**config.mk**
```make
export PLATFORM = sky130hd
export DESIGN_NAME = sound_channel_allocator_core
export DESIGN_NICKNAME = d
export VERILOG_FILES = /design/src/sv/sca_pkg.sv /design/src/sv/sca_ctrl.sv /design/src/sv/sca_datapath.sv /design/src/sv/sound_channel_allocator_core.sv
export SDC_FILE = /design/constraint.sdc
export NUM_CORES = 1
export LEC_CHECK = 0
export BUFFER_PORTS_ARGS = -buffer_cell sky130_fd_sc_hd__buf_4
export CAP_MARGIN = 20
export CORE_ASPECT_RATIO = 1.25
export CORE_MARGIN = 2
export CORE_UTILIZATION = 55
export DETAILED_ROUTE_END_ITERATION = 6
export HOLD_SLACK_MARGIN = 0.12
export PLACE_DENSITY = 0.73
export SYNTH_ARGS = -nofsm -noshare
export SYNTH_HDL_FRONTEND = slang
export SYNTH_HIERARCHICAL = 1
export SYNTH_SLANG_ARGS = --single-unit
```
**constraint.sdc**
```tcl
create_clock -name clk -period 11.6 [get_ports clk]
set_input_delay 2.32 -clock clk [delete_from_list [all_inputs] [get_ports clk]]
set_output_delay 2.32 -clock clk [all_outputs]
set_load 0.02 [all_outputs]
```
**src/sv/sca_pkg.sv**
```systemverilog
package sca_pkg;

  localparam int DEF_CHANNELS = 8;
  localparam int DEF_NUM_SFX  = 128;

  localparam logic [1:0] FN_START    = 2'd0;
  localparam logic [1:0] FN_STOP     = 2'd1;
  localparam logic [1:0] FN_FINISH   = 2'd2;
  localparam logic [1:0] FN_STOP_ALL = 2'd3;

  localparam logic [2:0] ST_FREE     = 3'd0;
  localparam logic [2:0] ST_SAME     = 3'd1;
  localparam logic [2:0] ST_STOLEN   = 3'd2;
  localparam logic [2:0] ST_NONE     = 3'd3;
  localparam logic [2:0] ST_REJECTED = 3'd4;
  localparam logic [2:0] ST_STOPPED  = 3'd5;

  typedef struct packed {
    logic [1:0]  func;
    logic [15:0] origin_id;
    logic [7:0]  sound_id;
    logic [2:0]  channel_index;
  } in_item_t;

  typedef struct packed {
    logic [2:0]  status;
    logic [2:0]  granted_channel;
    logic [7:0]  evicted_sound;
    logic [15:0] evicted_origin;
    logic [3:0]  stopped_count;
  } out_item_t;

  typedef struct packed {
    logic load;
    logic issue;
    logic eval;
    logic finish;
  } sca_cmd_t;

  typedef struct packed {
    logic last;
  } sca_sts_t;

endpackage

```
**src/sv/sca_ctrl.sv**
```systemverilog
module sca_ctrl
  import sca_pkg::*;
(
  input  logic     clk,
  input  logic     rst_n,
  input  logic     start,
  output logic     busy,
  input  sca_sts_t sts,
  output sca_cmd_t cmd
);

  localparam logic [1:0] S_IDLE = 2'd0;
  localparam logic [1:0] S_READ = 2'd1;
  localparam logic [1:0] S_TAIL = 2'd2;
  localparam logic [1:0] S_DONE = 2'd3;

  logic [1:0] state_r, state_nxt;
  logic       eval_r;

  always_comb begin
    state_nxt  = state_r;
    cmd.load   = 1'b0;
    cmd.issue  = 1'b0;
    cmd.finish = 1'b0;
    unique case (state_r)
      S_IDLE: begin
        if (start) begin
          cmd.load  = 1'b1;
          state_nxt = S_READ;
        end
      end
      S_READ: begin
        cmd.issue = 1'b1;
        if (sts.last) begin
          state_nxt = S_TAIL;
        end
      end
      S_TAIL: begin
        state_nxt = S_DONE;
      end
      S_DONE: begin
        cmd.finish = 1'b1;
        state_nxt  = S_IDLE;
      end
      default: begin
        state_nxt = S_IDLE;
      end
    endcase
    cmd.eval = eval_r;
  end

  always_ff @(posedge clk) begin
    if (!rst_n) begin
      state_r <= S_IDLE;
      eval_r  <= 1'b0;
    end else begin
      state_r <= state_nxt;
      eval_r  <= cmd.issue;
    end
  end

  assign busy = (state_r != S_IDLE);

endmodule

```
**src/sv/sca_datapath.sv**
```systemverilog
module sca_datapath
  import sca_pkg::*;
#(
  parameter int CHANNELS = DEF_CHANNELS,
  parameter int NUM_SFX  = DEF_NUM_SFX
) (
  input  logic      clk,
  input  logic      rst_n,
  input  in_item_t  in_data,
  input  sca_cmd_t  cmd,
  output sca_sts_t  sts,
  output logic      out_valid,
  output out_item_t out_data
);

  localparam int CW = (CHANNELS > 1) ? $clog2(CHANNELS) : 1;
  localparam int IW = (CW > 3) ? CW : 3;
  localparam logic [CW-1:0] LAST_IDX = CW'(CHANNELS - 1);
  localparam logic [8:0] SFX_LIMIT = 9'(NUM_SFX);

  in_item_t          item_r;
  logic [CW-1:0]     idx_r;
  logic [7:0]        mem_sound [CHANNELS];
  logic [15:0]       mem_origin [CHANNELS];
  logic [CHANNELS-1:0] valid_r;

  logic [7:0]        rd_sound_r;
  logic [15:0]       rd_origin_r;
  logic              rd_valid_r;
  logic [CW-1:0]     rd_idx_r;

  logic              same_hit_r;
  logic [CW-1:0]     same_i_r;
  logic              free_hit_r;
  logic [CW-1:0]     free_i_r;
  logic [7:0]        max_s_r;
  logic [15:0]       max_o_r;
  logic [CW-1:0]     max_i_r;
  logic [3:0]        cnt_r;

  logic              out_valid_r;
  out_item_t         out_data_r;

  logic              origin_hit;
  logic              same_now;
  logic              kill;
  logic              sid_bad;
  logic              commit;
  logic [CW-1:0]     grant;
  logic [IW-1:0]     grant_ext;
  out_item_t         res;

  // per-channel checks on the beat read last cycle
  always_comb begin
    origin_hit = rd_valid_r && (item_r.origin_id != 16'd0) &&
                 (rd_origin_r == item_r.origin_id);
    same_now   = origin_hit && (rd_sound_r == item_r.sound_id);
    case (item_r.func)
      FN_STOP:     kill = origin_hit;
      FN_FINISH:   kill = rd_valid_r &&
                          (IW'(rd_idx_r) == IW'(item_r.channel_index));
      FN_STOP_ALL: kill = rd_valid_r;
      default:     kill = 1'b0;
    endcase
  end

  // final decision
  always_comb begin
    sid_bad = (item_r.sound_id == 8'd0) || ({1'b0, item_r.sound_id} >= SFX_LIMIT);
    commit  = 1'b0;
    grant   = '0;
    res     = '0;
    if (item_r.func == FN_START) begin
      if (sid_bad) begin
        res.status = ST_REJECTED;
      end else if (same_hit_r) begin
        res.status         = ST_SAME;
        grant              = same_i_r;
        commit             = 1'b1;
        res.evicted_sound  = item_r.sound_id;
        res.evicted_origin = item_r.origin_id;
      end else if (free_hit_r) begin
        res.status = ST_FREE;
        grant      = free_i_r;
        commit     = 1'b1;
      end else if (item_r.sound_id <= max_s_r) begin
        res.status         = ST_STOLEN;
        grant              = max_i_r;
        commit             = 1'b1;
        res.evicted_sound  = max_s_r;
        res.evicted_origin = max_o_r;
      end else begin
        res.status = ST_NONE;
      end
    end else begin
      res.status        = ST_STOPPED;
      res.stopped_count = cnt_r;
    end
    grant_ext           = IW'(grant);
    res.granted_channel = grant_ext[2:0];
  end

  assign sts.last = (idx_r == LAST_IDX);

  // channel table and scan read port
  always_ff @(posedge clk) begin
    if (cmd.finish && commit) begin
      mem_sound[grant]  <= item_r.sound_id;
      mem_origin[grant] <= item_r.origin_id;
    end
    if (cmd.issue) begin
      rd_sound_r  <= mem_sound[idx_r];
      rd_origin_r <= mem_origin[idx_r];
      rd_valid_r  <= valid_r[idx_r];
      rd_idx_r    <= idx_r;
    end
  end

  // busy flags per channel
  always_ff @(posedge clk) begin
    if (!rst_n) begin
      valid_r <= '0;
    end else begin
      if (cmd.eval && kill) begin
        valid_r[rd_idx_r] <= 1'b0;
      end
      if (cmd.finish && commit) begin
        valid_r[grant] <= 1'b1;
      end
    end
  end

  // scan trackers
  always_ff @(posedge clk) begin
    if (cmd.load) begin
      item_r     <= in_data;
      idx_r      <= '0;
      same_hit_r <= 1'b0;
      same_i_r   <= '0;
      free_hit_r <= 1'b0;
      free_i_r   <= '0;
      max_s_r    <= 8'd0;
      max_o_r    <= 16'd0;
      max_i_r    <= '0;
      cnt_r      <= 4'd0;
    end else begin
      if (cmd.issue) begin
        idx_r <= idx_r + 1'b1;
      end
      if (cmd.eval) begin
        if (kill && (cnt_r != 4'hF)) begin
          cnt_r <= cnt_r + 4'd1;
        end
        if ((item_r.func == FN_START) && !same_hit_r) begin
          if (same_now) begin
            same_hit_r <= 1'b1;
            same_i_r   <= rd_idx_r;
          end else if (!rd_valid_r) begin
            if (!free_hit_r) begin
              free_hit_r <= 1'b1;
              free_i_r   <= rd_idx_r;
            end
          end else if (rd_sound_r > max_s_r) begin
            max_s_r <= rd_sound_r;
            max_o_r <= rd_origin_r;
            max_i_r <= rd_idx_r;
          end
        end
      end
    end
  end

  // result register
  always_ff @(posedge clk) begin
    if (!rst_n) begin
      out_valid_r <= 1'b0;
    end else begin
      out_valid_r <= cmd.finish;
    end
  end

  always_ff @(posedge clk) begin
    if (cmd.finish) begin
      out_data_r <= res;
    end
  end

  assign out_valid = out_valid_r;
  assign out_data  = out_data_r;

endmodule

```
**src/sv/sound_channel_allocator_core.sv**
```systemverilog
// Voice channel allocator. A request is taken when start is high and busy is low; its
// result appears on out_data for exactly one cycle with out_valid high, and there is no
// way to hold it off, so the receiver must capture it in that cycle. Every request walks
// the channel table one entry per cycle through its single read port, and the
// next request can be taken in the cycle its predecessor's result is shown. The table is
// free right after reset, no clearing pass is needed.
module sound_channel_allocator_core
  import sca_pkg::*;
#(
  parameter int CHANNELS = DEF_CHANNELS,
  parameter int NUM_SFX  = DEF_NUM_SFX
) (
  input  logic      clk,
  input  logic      rst_n,
  input  logic      start,
  output logic      busy,
  input  in_item_t  in_data,
  output logic      out_valid,
  output out_item_t out_data
);

  sca_cmd_t cmd;
  sca_sts_t sts;

  sca_ctrl u_ctrl (
    .clk   (clk),
    .rst_n (rst_n),
    .start (start),
    .busy  (busy),
    .sts   (sts),
    .cmd   (cmd)
  );

  sca_datapath #(
    .CHANNELS (CHANNELS),
    .NUM_SFX  (NUM_SFX)
  ) u_datapath (
    .clk       (clk),
    .rst_n     (rst_n),
    .in_data   (in_data),
    .cmd       (cmd),
    .sts       (sts),
    .out_valid (out_valid),
    .out_data  (out_data)
  );

endmodule
```
==> impl_metrics.ini <==
[worst_hold_path]
worstHoldEndpoint = u_datapath/max_o_r[10]
hold_depth = 2
worstHoldStart = u_datapath/max_o_r[10]
min_path_type = reg -> reg

[route]
vias = 7568
post_drt_wl_per_cell_um = 22.0
dr_wl_met2_mm = 14.1
drtIter0Drc = 484
wl_met3_mm = 1.71
post_drt_via_cell_ratio = 5.92
ant_nets = 0
routed_wl_mm = 28.1
wl_met1_mm = 11.4
first_pass_iters = 5
drc_errors = 0
routed.top_layer = met4

[synthesis]
yosys_warnings = 6
ys_ff_latch = 337
synth_top_area_cell = edfxtp_1
synthXorXnorAreaFrac_pct = 1.75
synthTopCellsByCount = 283 x edfxtp_1, 56 x nand2b_1, 54 x dfxtp_1
syn-num-nets = 901
async_flop_share_pct = 0
synth_top_family_by_area = multiplexers
yosysMostFrequentCell = edfxtp_1
syn_area_per_cell_um2 = 16.5
synth_compound_area_share_pct = 4.01
netlist_area_um2 = 14000
muxShareOfSynthArea_pct = 12.9
synthFlopType = edfxtp_1
yosys.area_share.simple_pct = 8.52
synthAdderAreaFrac_pct = 2.15
yosysTopAreaCellShare_pct = 60.8
ys_seq_area_share_pct = 68.5
synth_edf_count = 283
yosysUniqueCellTypes = 66
synthTopCellsByArea = edfxtp_1 61%, mux4_2 8.1%, dfxtp_1 7.7%
netlist_instances = 845

[global_route]
grt_first_pass_wirelength_mm = 43.4
grt-ovfl-total = 0
grt_usage_pct = 21.3
antenna_found_initial = 0
grt_max_degree = 100
grt_pass1_vias = 7651

[final_layout]
area_growth_pct = 13.7
antenna_cells = 0
stdcell_count = 1278
drive_gt1_share_pct = 24.4
nNetsFinal = 975

[setup_path]
critPathKind = reg -> out
critPathCaptureType = primary output
r2r-end = u_datapath/mem_sound[0][4]
cp.arrival_ns = 1.50
r2r-start = u_datapath/item_r[6]
required_ns = 9.28
r2r_cells = 6
setup.worst_path.start_class = register
cp_max_fo = 4
reg2reg_slack_ns = 8.12

[clocking]
cts_tree = yes
cts_buffer_depth = 3
post-cts-setup-buffer-count = 0
cts_max_level = 1
cts.clk_slew.worst_paths_ns = 0.07
cts.sinks = 337
clkLatencyLatePin_ns = 0.56
cts_hold_buffers = 0
postCtsResizedCells = 0
cts-buffers-inserted = 30
cts-root-buf = clkbuf_16

[timing]
max_slew.worst_pin.slew_ns = 0.847
slew_viol_final = 0
setup-tns-final_ns = 0
rsz0062_at_grt = false
hold_viol = 0
relSlewSlack_pct = 43.1
skew_ns = 0.0126
max_freq_ghz = 0.262
min_period_over_period_pct = 33.0
finalSetupViolations = 0
final.min_clock_period_ns = 3.82

[pwr]
leakage_nw = 5.24
powerDensity_nw_per_um2 = 199
ir_drop_mv = 0.138

[floorplanning]
die-area_um2 = 26700
core.rowCount = 65
core_area_um2 = 25100
dieWidth_um = 147
fp.dieH_um = 182
initial_core_util_pct = 55.6
ios = 68

[placement]
gp_congestion = 0.818
numPlacedInstances = 1220
dp_hpwl_mm = 15.9
portBuffers = 67

[run]
cap_violations = 0

[status]
status = complete, no violations
## flip-flops by register name, indices dropped and copies added (netlist names)
| register | count |
|---|---|
| u_datapath/item_r | 29 |
| u_ctrl/eval_r | 1 |
| u_datapath/free_i_r | 3 |
| u_datapath/free_hit_r | 1 |
| u_ctrl/state_r | 2 |
| u_datapath/same_hit_r | 1 |
| u_datapath/idx_r | 3 |
| u_datapath/same_i_r | 3 |
| u_datapath/cnt_r | 4 |
| u_datapath/rd_origin_r | 16 |
| u_datapath/out_data | 34 |
| u_datapath/valid_r | 8 |
| u_datapath/mem_sound | 64 |
| u_datapath/out_valid | 1 |
| u_datapath/rd_sound_r | 8 |
| u_datapath/rd_valid_r | 1 |
| u_datapath/mem_origin | 128 |
| u_datapath/max_s_r | 8 |
| u_datapath/max_o_r | 16 |
| u_datapath/max_i_r | 3 |
| u_datapath/rd_idx_r | 3 |
## critical path, cell delays in order, from the launching register on
cell	delay, ns
dfxtp_1	0.39
inv_1	0.10
ha_1	0.22
inv_1	0.09
buf_4	0.15
## area by class of cell
type                       instances  area, um2
sequential                       337       9580
inverter                          20       75.1
timing repair buffer              84        663
multi-input combinational        446       4150
clock buffer                      42        837
tap                              335        419
clock inverter                    14        164
fill                            1773       9240
## cells in the final DEF (no fill, tap or decap), drive strengths merged, types with 3 or more instances in the layout
master	netlist	layout
edfxtp	283	283
buf	20	84
nand2b	56	56
dfxtp	54	54
nor2	51	51
mux4	50	50
clkbuf	22	42
mux2i	38	38
nand2	27	27
mux2	26	26
ha	24	24
xor2	23	23
a22oi	23	23
inv	20	20
nor4	15	15
a21oi	11	11
nand4	10	10
clkinv	0	10
o21ai	9	9
nor3	9	9
nand3	9	9
nor2b	6	6
o21a	5	5
xnor2	5	5
and2	5	5
bufinv	0	4
and3	4	4
o211ai	3	3
a31oi	3	3
o31a	3	3
nor3b	3	3
## power breakdown
group / internal, mW / total (mW) / switching [mW]
Sequential: 1.46 / 1.58 / 0.126
Combinational: 0.270 / 0.571 / 0.301
Clock: 0.590 / 1.01 / 0.417
Total: 2.32 / 3.16 / 0.843
## layer usage
layer | vias up | GRT usage (%)
li1 | 3397 | -
met1 | 3861 | 28.0
met2 | 259 | 36.6
met3 | 51 | 3.10
met4 | 0 | 7.69
met5 | - | 0
## stage by stage
stage          utilization (%)  hold WS [ns]  area [um2]  worst slack [ns]  total power [mW]
6_report                  63.2         0.475       15900              7.78              3.16
5_1_grt                   63.2         0.496       15900              7.69              3.29
2_1_floorplan                -         0.432       14000              7.61              2.00
3_3_place_gp              59.1         0.457       14800              7.88              2.16
3_5_place_dp              59.1         0.467       14800              7.81              2.17
4_1_cts                   63.0         0.476       15800              7.76              3.18
## worst max-delay path by stage
stage | from | to | slack [ns] | depth (start not counted)
global route | u_ctrl/state_r[0] | busy | 7.69 | 4
global placement | start | u_datapath/max_s_r[5] | 7.88 | 4
finish | u_ctrl/state_r[0] | busy | 7.78 | 4
detailed placement | start | u_datapath/max_s_r[6] | 7.81 | 4
CTS | u_ctrl/state_r[0] | busy | 7.76 | 4
floorplan | start | u_datapath/free_hit_r | 7.61 | 4
## cells by family (layout without fill, tap and decap cells)
logic type                 Yosys count  after routing
AOI/OAI and AO/OA                   73             73
xor gates and xnor gates            28             28
adders and majority gates           24             24
buffers and inverters               62            160
DFF                                337            337
muxes                              114            114
and+or+nand+nor                    207            207
Note: power is estimated with default switching activity, not from simulation.
